**src/hw/rtl/epcal_pkg.sv**
```systemverilog
`timescale 1ns / 1ps
// ----------------------------------------------------------------------------
// epcal_pkg
// shared types and constants for the epoch seconds to calendar converter
// ----------------------------------------------------------------------------
package epcal_pkg;

    // field widths
    localparam int unsigned EpochW = 32;
    localparam int unsigned DaysW  = 16;
    localparam int unsigned TodW   = 17;
    localparam int unsigned MinsW  = 11;
    localparam int unsigned DataOW = 40;

    // register stages from input transfer to output register
    localparam int unsigned PipeStages = 8;

    // seconds per day split as 2^7 * 675
    localparam logic [22:0] C_DAY675_RECIP = 23'd6362914;   // floor(2^32 / 675)
    localparam logic [9:0]  C_DAY675       = 10'd675;
    localparam logic [16:0] C_SECS_PER_DAY = 17'd86400;

    // exact reciprocals for divide by 60
    localparam logic [17:0] C_DIV60_TOD    = 18'd139811;    // ceil(2^23 / 60), 17-bit dividend
    localparam logic [11:0] C_DIV60_MINS   = 12'd2185;      // ceil(2^17 / 60), 11-bit dividend
    localparam logic [5:0]  C_SIXTY        = 6'd60;

    // day count rebased to 1968-03-01, with a phantom 29 february 2100
    localparam logic [15:0] C_MAR1968_OFS  = 16'd671;
    localparam logic [15:0] C_MAR2100_DAY  = 16'd47541;     // days from epoch to 2100-03-01
    localparam logic [16:0] C_QUAD_RECIP   = 17'd91868;     // ceil(2^27 / 1461)
    localparam logic [10:0] C_QUAD_DAYS    = 11'd1461;
    localparam logic [10:0] C_YEAR_DAYS    = 11'd365;
    localparam logic [11:0] C_BASE_YEAR    = 12'd1968;

    // first day of each month, year starting on 1 march
    typedef logic [8:0] t_doy;
    localparam t_doy C_MONTH_START [12] = '{
        9'd0, 9'd31, 9'd61, 9'd92, 9'd122, 9'd153,
        9'd184, 9'd214, 9'd245, 9'd275, 9'd306, 9'd337
    };
    localparam logic [3:0] C_MP_JANUARY = 4'd10;

    typedef struct packed {
        logic [4:0] hour;
        logic [5:0] minute;
        logic [5:0] second;
    } t_tod;

    typedef struct packed {
        logic [11:0] full_year;
        logic [3:0]  month_number;
        logic [4:0]  day_of_month;
    } t_date;

endpackage

```
**src/hw/rtl/epcal_tod.sv**
```systemverilog
`timescale 1ns / 1ps
// ----------------------------------------------------------------------------
// epcal_tod
// five-stage split of seconds within the day into hour, minute and second
// ----------------------------------------------------------------------------
module epcal_tod (
    input  logic                        i_clk,
    input  logic                        i_en,
    input  logic [epcal_pkg::TodW-1:0]  i_tod,
    output epcal_pkg::t_tod             o_tod
);

    logic [34:0] w_pm;
    logic [16:0] w_m60;
    logic [16:0] w_sdiff;
    logic [22:0] w_ph;
    logic [10:0] w_h60;
    logic [10:0] w_mdiff;

    logic [epcal_pkg::MinsW-1:0] r4_mins;
    logic [epcal_pkg::TodW-1:0]  r4_tod;
    logic [epcal_pkg::MinsW-1:0] r5_mins;
    logic [5:0]                  r5_sec;
    logic [4:0]                  r5_hour;
    epcal_pkg::t_tod             n_t6;
    epcal_pkg::t_tod             r6_t;
    epcal_pkg::t_tod             r7_t;
    epcal_pkg::t_tod             r8_t;

    // total minutes
    assign w_pm = {18'd0, i_tod} * {17'd0, epcal_pkg::C_DIV60_TOD};

    // seconds left over, and hours from minutes
    assign w_m60   = {6'd0, r4_mins} * {11'd0, epcal_pkg::C_SIXTY};
    assign w_sdiff = r4_tod - w_m60;
    assign w_ph    = {12'd0, r4_mins} * {11'd0, epcal_pkg::C_DIV60_MINS};

    // minutes left over
    assign w_h60   = {6'd0, r5_hour} * {5'd0, epcal_pkg::C_SIXTY};
    assign w_mdiff = r5_mins - w_h60;

    always_comb begin
        n_t6.hour   = r5_hour;
        n_t6.minute = w_mdiff[5:0];
        n_t6.second = r5_sec;
    end

    always_ff @(posedge i_clk) begin
        if (i_en) begin
            r4_mins <= w_pm[33:23];
            r4_tod  <= i_tod;
            r5_mins <= r4_mins;
            r5_sec  <= w_sdiff[5:0];
            r5_hour <= w_ph[21:17];
            r6_t    <= n_t6;
            r7_t    <= r6_t;
            r8_t    <= r7_t;
        end
    end

    assign o_tod = r8_t;

endmodule

```
**src/hw/rtl/epcal_date.sv**
```systemverilog
`timescale 1ns / 1ps
// ----------------------------------------------------------------------------
// epcal_date
// five-stage conversion of whole days since the epoch into year, month, day
// ----------------------------------------------------------------------------
module epcal_date (
    input  logic                         i_clk,
    input  logic                         i_en,
    input  logic [epcal_pkg::DaysW-1:0]  i_days,
    output epcal_pkg::t_date             o_date
);

    logic        w_adj;
    logic [15:0] n_e;
    logic [32:0] w_pq;
    logic [15:0] w_q1461;
    logic [15:0] w_rdiff;
    logic [1:0]  n_yq;
    logic [10:0] w_y365;
    logic [10:0] w_ddiff;
    logic [3:0]  n_mp;
    logic [8:0]  w_dd;
    epcal_pkg::t_date n_date;

    logic [15:0] r4_e;
    logic [15:0] r5_e;
    logic [5:0]  r5_quad;
    logic [5:0]  r6_quad;
    logic [10:0] r6_rem;
    logic [5:0]  r7_quad;
    logic [1:0]  r7_yq;
    logic [8:0]  r7_doy;
    epcal_pkg::t_date r8_date;

    // rebase to 1968-03-01 and skip the missing leap day of 2100
    assign w_adj = (i_days >= epcal_pkg::C_MAR2100_DAY);
    assign n_e   = i_days + epcal_pkg::C_MAR1968_OFS + {15'd0, w_adj};

    // four-year cycle number
    assign w_pq = {17'd0, r4_e} * {16'd0, epcal_pkg::C_QUAD_RECIP};

    // day within the cycle
    assign w_q1461 = {10'd0, r5_quad} * {5'd0, epcal_pkg::C_QUAD_DAYS};
    assign w_rdiff = r5_e - w_q1461;

    // year within the cycle, the fourth one holds the leap day
    always_comb begin
        if (r6_rem >= 11'd1095) begin
            n_yq = 2'd3;
        end else if (r6_rem >= 11'd730) begin
            n_yq = 2'd2;
        end else if (r6_rem >= epcal_pkg::C_YEAR_DAYS) begin
            n_yq = 2'd1;
        end else begin
            n_yq = 2'd0;
        end
    end
    assign w_y365  = {9'd0, n_yq} * epcal_pkg::C_YEAR_DAYS;
    assign w_ddiff = r6_rem - w_y365;

    // month from march-based day of year
    always_comb begin
        n_mp = '0;
        for (int k = 1; k < 12; k++) begin
            if (r7_doy >= epcal_pkg::C_MONTH_START[k]) begin
                n_mp = n_mp + 4'd1;
            end
        end
    end
    assign w_dd = r7_doy - epcal_pkg::C_MONTH_START[n_mp] + 9'd1;

    always_comb begin
        n_date.day_of_month = w_dd[4:0];
        if (n_mp >= epcal_pkg::C_MP_JANUARY) begin
            n_date.month_number = n_mp - 4'd9;
            n_date.full_year    = epcal_pkg::C_BASE_YEAR + {4'd0, r7_quad, 2'b00}
                                  + {10'd0, r7_yq} + 12'd1;
        end else begin
            n_date.month_number = n_mp + 4'd3;
            n_date.full_year    = epcal_pkg::C_BASE_YEAR + {4'd0, r7_quad, 2'b00}
                                  + {10'd0, r7_yq};
        end
    end

    always_ff @(posedge i_clk) begin
        if (i_en) begin
            r4_e    <= n_e;
            r5_e    <= r4_e;
            r5_quad <= w_pq[32:27];
            r6_quad <= r5_quad;
            r6_rem  <= w_rdiff[10:0];
            r7_quad <= r6_quad;
            r7_yq   <= n_yq;
            r7_doy  <= w_ddiff[8:0];
            r8_date <= n_date;
        end
    end

    assign o_date = r8_date;

endmodule

```
**src/hw/rtl/epoch_seconds_to_calendar_top.sv**
```systemverilog
`timescale 1ns / 1ps
// ----------------------------------------------------------------------------
// epoch_seconds_to_calendar_top
// unsigned epoch seconds to gregorian date and time of day, pipelined
// ----------------------------------------------------------------------------
//  channel   direction  tdata bits   content
//  s_axis    in         31:0         epoch_seconds
//  m_axis    out        39:0         second, minute, hour, day_of_month,
//                                    month_number, full_year, zero pad
//
//  eight register stages, one transfer accepted per cycle while the output is not held back
//  three stages for the divide by 86400, then five for time of day and date
//  all stages advance together; a stalled output freezes the whole pipe,
//  so nothing is dropped or repeated, and bubbles are not squeezed out
//  reset clears the valid bits only; there is no clearing pass
// ----------------------------------------------------------------------------
module epoch_seconds_to_calendar_top (
    input  logic                           i_clk,
    input  logic                           i_rst_n,
    input  logic                           s_axis_tvalid,
    output logic                           s_axis_tready,
    input  logic [epcal_pkg::EpochW-1:0]   s_axis_tdata,   // epoch_seconds[31:0]
    output logic                           m_axis_tvalid,
    input  logic                           m_axis_tready,
    output logic [epcal_pkg::DataOW-1:0]   m_axis_tdata    // second[5:0], minute[11:6],
                                                           // hour[16:12], day_of_month[21:17],
                                                           // month_number[25:22],
                                                           // full_year[37:26], zero[39:38]
);

    logic                                w_en;
    logic [epcal_pkg::PipeStages-1:0]    r_vld;

    // stage 1: coarse quotient of (seconds / 128) by 675
    logic [47:0] w_p1;
    logic [15:0] r1_qe;
    logic [24:0] r1_q1;
    logic [6:0]  r1_lo;

    // stage 2: back-multiply the estimate
    logic [25:0] n_prod2;
    logic [15:0] r2_qe;
    logic [24:0] r2_q1;
    logic [6:0]  r2_lo;
    logic [25:0] r2_prod;

    // stage 3: one correction step gives exact day count and second of day
    logic [24:0] w_rem;
    logic        w_fix;
    logic [9:0]  w_r675;
    logic [15:0] n_days;
    logic [15:0] r3_days;
    logic [16:0] r3_tod;

    epcal_pkg::t_tod  w_tod;
    epcal_pkg::t_date w_date;

    // the whole pipe moves unless a finished result is held back
    assign w_en          = !r_vld[epcal_pkg::PipeStages-1] || m_axis_tready;
    assign s_axis_tready = w_en;
    assign m_axis_tvalid = r_vld[epcal_pkg::PipeStages-1];

    always_ff @(posedge i_clk) begin
        if (!i_rst_n) begin
            r_vld <= '0;
        end else if (w_en) begin
            r_vld <= {r_vld[epcal_pkg::PipeStages-2:0], s_axis_tvalid};
        end
    end

    assign w_p1 = {23'd0, s_axis_tdata[31:7]} * {25'd0, epcal_pkg::C_DAY675_RECIP};

    assign n_prod2 = {10'd0, r1_qe} * {16'd0, epcal_pkg::C_DAY675};

    // estimate is low by at most one, so the remainder stays below 2 * 675
    assign w_rem  = r2_q1 - r2_prod[24:0];
    assign w_fix  = (w_rem[10:0] >= {1'b0, epcal_pkg::C_DAY675});
    assign w_r675 = w_fix ? 10'(w_rem[10:0] - {1'b0, epcal_pkg::C_DAY675})
                          : w_rem[9:0];
    assign n_days = r2_qe + {15'd0, w_fix};

    always_ff @(posedge i_clk) begin
        if (w_en) begin
            r1_qe   <= w_p1[47:32];
            r1_q1   <= s_axis_tdata[31:7];
            r1_lo   <= s_axis_tdata[6:0];
            r2_qe   <= r1_qe;
            r2_q1   <= r1_q1;
            r2_lo   <= r1_lo;
            r2_prod <= n_prod2;
            r3_days <= n_days;
            r3_tod  <= {w_r675, r2_lo};
        end
    end

    // stages 4 to 8
    epcal_tod u_tod (
        .i_clk (i_clk),
        .i_en  (w_en),
        .i_tod (r3_tod),
        .o_tod (w_tod)
    );

    epcal_date u_date (
        .i_clk  (i_clk),
        .i_en   (w_en),
        .i_days (r3_days),
        .o_date (w_date)
    );

    assign m_axis_tdata = {2'b00,
                           w_date.full_year,
                           w_date.month_number,
                           w_date.day_of_month,
                           w_tod.hour,
                           w_tod.minute,
                           w_tod.second};

    // reciprocal estimate never falls more than one below the true quotient
    a_rem_bound : assert property (@(posedge i_clk) disable iff (!i_rst_n)
        r_vld[1] |-> (w_rem < 25'd1350))
        else $error("day divide remainder out of range");

    a_tod_bound : assert property (@(posedge i_clk) disable iff (!i_rst_n)
        r_vld[2] |-> (r3_tod < epcal_pkg::C_SECS_PER_DAY))
        else $error("second of day out of range");

    a_time_range : assert property (@(posedge i_clk) disable iff (!i_rst_n)
        m_axis_tvalid |-> (w_tod.hour < 5'd24 && w_tod.minute < 6'd60
                           && w_tod.second < 6'd60))
        else $error("time of day out of range");

    a_date_range : assert property (@(posedge i_clk) disable iff (!i_rst_n)
        m_axis_tvalid |-> (w_date.month_number != 4'd0 && w_date.month_number < 4'd13
                           && w_date.day_of_month != 5'd0
                           && w_date.full_year >= 12'd1970 && w_date.full_year <= 12'd2106))
        else $error("calendar date out of range");

endmodule
```
**config.mk**
```make
export PLATFORM = sky130hd
export DESIGN_NAME = epoch_seconds_to_calendar_top
export DESIGN_NICKNAME = d
export VERILOG_FILES = /design/src/hw/rtl/epcal_pkg.sv /design/src/hw/rtl/epcal_tod.sv /design/src/hw/rtl/epcal_date.sv /design/src/hw/rtl/epoch_seconds_to_calendar_top.sv
export SDC_FILE = /design/constraint.sdc
export NUM_CORES = 1
export LEC_CHECK = 0
export BUFFER_PORTS_ARGS = -buffer_cell sky130_fd_sc_hd__buf_2
export CORE_AREA = 2 2 322 324
export CTS_CLUSTER_DIAMETER = 60
export DETAILED_ROUTE_END_ITERATION = 10
export DIE_AREA = 0 0 324 326
export PLACE_DENSITY = 0.56
export REMOVE_ABC_BUFFERS = 1
export SLEW_MARGIN = 20
export SYNTH_ARGS = -nofsm -noshare
export SYNTH_HDL_FRONTEND = slang
export SYNTH_SLANG_ARGS = --single-unit
```
**constraint.sdc**
```tcl
create_clock -name i_clk -period 9.55 [get_ports i_clk]
set_input_delay 0.955 -clock i_clk [delete_from_list [all_inputs] [get_ports i_clk]]
set_output_delay 0.955 -clock i_clk [all_outputs]
set_load 0.05 [all_outputs]
```
==> flow_summary.ini, run 1 <==
[logic_synthesis]
yosys.area.top_type = edfxtp_1
ys.flop_type = edfxtp_1
synth_area_leaders = edfxtp_1, ha_1, fa_1
syn-instance-count = 2613
synth_seq_cells = 292
yosysMostFrequentCell = ha_1
yosysSeqAreaShare_pct = 28.5
synth_top_area_share_pct = 28.0
netlist_area_sq_um = 30500
yosys_warnings = 0
ys_types = 82
async_flop_share_pct = 0
netlist_top_cells_count = ha_1, inv_1, fa_1
synth_edf_count = 284
avgSynthCellArea_sq_um = 11.7

[run_status]
status = complete, no violations

[clock_tree]
cts_buffer_depth = 3
cts-buffers-inserted = 40
hold_buffers = 0
clk_pin_slew_ns = 0.06
h-tree-depth = 2
cts-root-buf = clkbuf_16
post_cts_buffers = 0
post_cts_resize_count = 0
worst_skew_pair.late_latency_ns = 0.58
clock-sinks = 292
cts_tree = yes

[detailed_routing]
wl_met2_um = 25500
top_layer = met5
drt_iter0_markers = 671
wl_per_cell_um = 12.7
dr_total_vias = 17600
firstDrtPassIters = 6
via_per_inst = 4.27
post-route-drc-count = 0
wl_met1_um = 24900
wl_um = 52400
ant_nets = 0
met3_length_um = 1340

[timing]
whs_ns = 0.411
rsz0062_at_grt = no
slew_headroom_pct = 34.8
finalCritPeriodShare_pct = 86.9
tns_ns = 0
worst_pin_slew_ns = 0.978
fin_skew_ns = 0.0230
setup_viol = 0
fmax_ghz = 0.120
hold_violations = 0
fin_crit_ns = 8.30
slew_viol_final = 0
timing.final.ws_setup_ns = 1.25

[critical_path]
crit_required_ns = 9.87
start_kind = flop
crit_type = flop to flop
path_max_fanout = 18
slowest_stage = xor2_1
end_kind = flop
slowest_delay_ns = 0.69
arrival_ns = 8.62
reg2regPathDepth = 31
cpMostUsedCell = ha_1

[floorplan]
num_io_pins = 78
die_h_um = 326
core_sq_um = 103000
die_x_um = 324
fp.dieArea_sq_um = 106000
start_util_pct = 29.7
num_rows = 118

[cells_and_area]
fillers = 10300
multi_input_area_sq_um = 19400
diodes = 0
areaGrowthSynthToFinish_pct = 11.2
drive_above_1_share_pct = 6.76
post-route-util_pct = 33.0
seq_area_sq_um = 8690
final_nets = 3725

[worst_hold_path]
min_path_type = flop to flop
hold_depth = 0

[place]
place_ws_ns = 1.27
port_buffers = 75
place_congestion = 0.791
post-dp-hpwl_um = 43700

[run]
drv_cap = 0

[grt]
grt_start_max_net_pins = 80
grt.overflow.total = 0
antenna_found_initial = 1
grt_pass1_vias = 18600
grt_pass1_wl_um = 90900
grt.total_usage_pct = 10.5
[routing by layer]
metal	vias to the layer above	track usage [%]
met3	44	1.50
met4	2	1.98
met5	-	0
li1	8978	-
met1	8446	14.0
met2	152	18.1
[flip-flops by register name (all words and copies together) (netlist names), 16 cells and up]
register,flops
u_tod.r6_t,17
r3_days,16
r3_tod,17
u_tod.r7_t,17
r2_qe,16
r1_qe,16
u_date.r4_e,16
u_date.o_date,21
u_tod.o_tod,17
[logic make-up (layout without fill, tap and decap cells)]
kind of cell,Yosys count,in the layout,share of synthesized area [%]
fa+ha+maj,971,971,47.5
buf+inv,613,749,7.69
flops,292,292,28.5
simple gates,280,280,4.56
compound gates,276,276,6.20
xor+xnor,171,171,5.26
mux,9,9,0.312
other cells,1,2,0.0123
[stage by stage]
stage | std cells | cell area (sq um)
floorplan | 2596 | 30400
global placement | 4056 | 32500
detailed placement | 4056 | 32500
CTS | 4130 | 33900
global route | 4130 | 33900
finish | 4130 | 33900
[cell type report]
cell class                      count  area share (%)
Inverter                          595            6.61
Multi-Input combinational cell   1709            57.4
Tap cell                         1380            5.10
Clock inverter                     31            1.03
Clock buffer                       43            2.99
Sequential cell                   292            25.6
Timing Repair Buffer               80            1.22
[cells in the final DEF, fill, tap and decap left out, types with 42 or more instances in the layout]
master | synthesis | layout
nand2_1 | 72 | 72
buf_2 | 10 | 75
ha_1 | 663 | 663
nor2_1 | 78 | 78
a21oi_1 | 77 | 77
o21ai_0 | 42 | 42
inv_1 | 594 | 594
fa_1 | 308 | 308
xor2_1 | 46 | 46
xnor2_1 | 117 | 117
edfxtp_1 | 284 | 284
[path summary, 6_finish.rpt]
| check | startpoint | end | slack [ns] |
|---|---|---|---|
| max | u_date.r7_doy[7] | u_date.o_date[4] | 1.25 |
| min | u_tod.r6_t[16] | u_tod.r7_t[16] | 0.41 |
| max reg2reg | u_date.r7_doy[7] | u_date.o_date[4] | 1.25 |
| min reg2reg | u_tod.r6_t[16] | u_tod.r7_t[16] | 0.41 |
[critical path: cells and delay by family (launching register included)]
family          cells  cell delay, ns
fa+ha+maj           8            2.36
compound gates     10            2.28
simple gates        8            1.52
xor+xnor            5            1.27
flops               1            0.61
Power of run 1 is not shown: default switching activity piles up to over one toggle a cycle in this logic, so the estimate is an artifact.
==> inputs of run 2 (changes only) <==
Settings changed: PLACE_DENSITY 0.56 to 0.43.
==> run 2 against run 1 <==
Against the previous run: first-iteration DRC count is 9.1% lower; die area stayed put; global-route usage is 1.0 points higher; sequential share of layout area fell by 0.066 points; utilization increased by 0.085 points.
==> flow_summary.ini, run 2 (synthesis gave the netlist of run 1 again) <==
[detailed_routing]
drt_iter0_markers = 610
ant_nets = 0
post-route-drc-count = 0
via_per_inst = 4.33
firstDrtPassIters = 6
dr_total_vias = 17900
wl_per_cell_um = 14.1
wl_um = 58100

[grt]
grt_pass1_wl_um = 99300
grt_util_met1_pct = 14.7
use_met3_pct = 1.44
top_usage_layer = met2
grt.total_usage_pct = 11.5
grtUsageMet2_pct = 20.6
grt_start_max_net_pins = 85
grt_pass1_vias = 19800
grt.overflow.total = 0
antenna_found_initial = 1

[cells_and_area]
multi_input_area_sq_um = 19400
final_nets = 3727
areaGrowthSynthToFinish_pct = 11.5
mostFrequentLayoutCells = ha_1, inv_1, fa_1, edfxtp_1, xnor2_1
largest_reg_flops = 21
mostFrequentLayoutCell = ha_1
final_area_sq_um = 34000
diodes = 0
seq_area_sq_um = 8690
fillers = 10200
drive_above_1_share_pct = 7.02

[critical_path]
cpMostUsedCell = ha_1
slowest_stage = xor2_1
r2r_setup_slack_ns = 1.19
slowest_delay_ns = 0.67
path_delay_family = adder cells
end_kind = flop
path_max_fanout = 18
crit_buf_inv = 0
arrival_ns = 8.67
crit_required_ns = 9.86
crit_type = flop to flop
start_kind = flop

[timing]
fin_crit_ns = 8.36
hold_violations = 0
setup_viol = 0
timing.final.ws_setup_ns = 1.19
slew_viol_final = 0
fmax_ghz = 0.120
finalCritPeriodShare_pct = 87.5
rsz0062_at_grt = no
worst_pin_slew_ns = 0.892
slew_headroom_pct = 40.5
fin_skew_ns = 0.0280
tns_ns = 0

[place]
post-dp-hpwl_um = 48000
place_area_sq_um = 32500
place_ws_ns = 1.14
place_congestion = 0.800
port_buffers = 75

[clock_tree]
hold_buffers = 0
cts_tree = yes
cts-root-buf = clkbuf_16
clock-sinks = 292
post_cts_buffers = 0
post_cts_resize_count = 0
worst_skew_pair.late_latency_ns = 0.58
h-tree-depth = 2
cts-buffers-inserted = 43
clk_pin_slew_ns = 0.06
cts_buffer_depth = 3

[run]
drv_cap = 0

[floorplan]
num_rows = 118
num_io_pins = 78
core_sq_um = 103000
fp.dieArea_sq_um = 106000
die_x_um = 324
die_h_um = 326
start_util_pct = 29.7

[worst_hold_path]
min_path_type = flop to flop

[run_status]
status = complete, no violations
-- run 2: changes by cell type in the layout (fill, tap and decap cells not counted) --
| cell | before | now |
|---|---|---|
| clkinv_1 | 8 | 2 |
| inv_6 | 3 | 4 |
| inv_16 | 2 | 1 |
| bufinv_16 | 3 | 5 |
| clkinv_4 | 2 | 5 |
| clkinv_8 | 3 | 2 |
| clkinv_16 | 1 | 0 |
| buf_6 | 0 | 1 |
| clkinv_2 | 4 | 6 |
| buf_4 | 5 | 3 |
| clkbuf_16 | 40 | 43 |
-- run 2: final timing paths --
kind / from / end / depth (start not counted)
max reg2reg: u_date.r7_doy[7] / u_date.o_date[4] / 31
min: r1_lo[5] / r2_lo[5] / 0
min reg2reg: r1_lo[5] / r2_lo[5] / 0
max: u_date.r7_doy[7] / u_date.o_date[4] / 31
-- run 2: layer usage --
metal	wire (um)	part of all wire, %	vias up
met4	1040	1.8	2
li1	-	-	8977
met3	1480	2.5	65
met1	26500	46	8693
met2	29100	50	165
met5	14	0.024	-
-- run 2: area by class of cell --
cell class | instances | area share [%]
Multi-Input combinational cell | 1709 | 57.3
Clock buffer | 46 | 3.20
Clock inverter | 30 | 1.07
Tap cell | 1380 | 5.08
Sequential cell | 292 | 25.6
Inverter | 595 | 6.60
Timing Repair Buffer | 79 | 1.20
-- run 2: metrics by stage --
stage                     hold WS (ns)  util, %  std cells
final                            0.413     33.1       4131
after global routing             0.418     33.1       4131
after CTS                        0.415     33.1       4131
after detailed placement         0.405     31.7       4055
after global placement           0.401     31.7       4055
after floorplan                  0.400        -       2596
Power of run 2 is left out for the same reason.
==> inputs of run 3 (changes only) <==
Settings changed: BUFFER_PORTS_ARGS -buffer_cell sky130_fd_sc_hd__buf_2 to not set, DONT_BUFFER_PORTS set to 1, PLACE_DENSITY 0.43 to 0.42.
==> run 3 against run 2 <==
Against the previous run: cell area decreased by 1.6%; clock skew is essentially flat; critical path depth did not move; wire length increased by 1.8%; die area unchanged; flip-flop and latch count unchanged.
==> flow_summary.ini, run 3 (synthesis gave the netlist of run 1 again) <==
[run_status]
status = complete, no violations

[critical_path]
r2r_setup_slack_ns = 0.97
slowest_stage = xor2_1
worst-path-stages = 31
r2r_end = u_date.o_date[4]
crit_path_start = u_date.r7_doy[7]
end_kind = flop
start_kind = flop
slowest_delay_ns = 0.71
crit_required_ns = 9.86
cpMostUsedCell = ha_1
arrival_ns = 8.89
reg2regPathDepth = 31
r2r_start = u_date.r7_doy[7]
crit_end = u_date.o_date[4]
path_delay_family = compound AO/OA/AOI/OAI gates
crit_type = flop to flop
crit_buf_inv = 0
path_max_fanout = 18

[detailed_routing]
wl_um = 59100
post-route-drc-count = 0
wl_per_cell_um = 14.6
firstDrtPassIters = 5
via_per_inst = 4.35
ant_nets = 0
dr_total_vias = 17700
drt_iter0_markers = 535

[clock_tree]
cts_buffer_depth = 3
h-tree-depth = 2
post_cts_resize_count = 0
clk_pin_slew_ns = 0.06
cts_tree = yes
cts-root-buf = clkbuf_16
worst_skew_pair.late_latency_ns = 0.56
post_cts_buffers = 0
hold_buffers = 0
cts-buffers-inserted = 41
clock-sinks = 292

[floorplan]
fp.dieArea_sq_um = 106000
num_rows = 118
core_sq_um = 103000
start_util_pct = 29.7
die_h_um = 326
num_io_pins = 78
die_x_um = 324

[timing]
slew_viol_final = 0
slew_headroom_pct = 39.8
fin_crit_ns = 8.58
fin_skew_ns = 0.0281
worst_pin_slew_ns = 0.903
finalCritPeriodShare_pct = 89.9
tns_ns = 0
setup_viol = 0
fmax_ghz = 0.116
rsz0062_at_grt = no
hold_violations = 0

[place]
place_congestion = 0.792
post-dp-hpwl_um = 49100
port_buffers = 0

[run]
drv_cap = 0

[cells_and_area]
largest_reg_flops = 21
fillers = 10400
mostFrequentLayoutCells = ha_1, inv_1, fa_1, edfxtp_1, xnor2_1
areaGrowthSynthToFinish_pct = 9.64
mostFrequentLayoutCell = ha_1
final_nets = 3650
diodes = 0
drive_above_1_share_pct = 4.11

[worst_hold_path]
min_path_type = flop to flop
min_from = u_tod.r5_sec[3]

[grt]
grt_start_max_net_pins = 113
grt.overflow.total = 0
grt_pass1_wl_um = 100000
antenna_found_initial = 4
grt.total_usage_pct = 11.7
grt_pass1_vias = 19500
-- run 3: changes by cell type in the layout (fill, tap and decap cells not counted), sizes merged --
cell / delta
bufinv: -5
clkinvlp: +1
buf: -75
clkbuf: -1
inv: +2
clkinv: +1
-- run 3: worst min-delay path by stage --
stage                           to  slack, ns  depth (start not counted)
detailed placement        r2_q1[1]       0.40                          0
CTS                  u_tod.r6_t[3]       0.41                          0
global route         u_tod.r6_t[3]       0.42                          0
global placement    u_tod.r6_t[16]       0.40                          0
floorplan                 r2_lo[0]       0.40                          0
finish               u_tod.r6_t[3]       0.41                          0
-- run 3: layout make-up --
cell class | instances | area, sq um | area share, %
Multi-Input combinational cell | 1709 | 19400 | 58.2
Tap cell | 1380 | 1730 | 5.17
Inverter | 595 | 2240 | 6.71
Timing Repair Buffer | 4 | 30.0 | 0.0899
Clock buffer | 45 | 1080 | 3.24
Sequential cell | 292 | 8690 | 26.0
Clock inverter | 29 | 191 | 0.573
-- run 3: stage by stage --
step                      worst slack [ns]  std cells  cell area [sq um]  hold slack (ns)  utilization [%]
final                                0.965       4054              33400            0.408             32.6
after global routing                 0.282       4054              33400            0.418             32.6
after CTS                            0.894       4054              33400            0.410             32.6
after detailed placement             0.922       3980              32100            0.405             31.3
after global placement                1.31       3980              32100            0.401             31.3
after floorplan                     0.0747       2596              30400            0.400                -
-- run 3: layer usage --
layer  wire length, um  track usage (%)
met5                31                0
met3              1500             1.57
met1             26900             15.1
met4              1070             2.55
met2             29600             20.8
Power of run 3 is left out for the same reason.
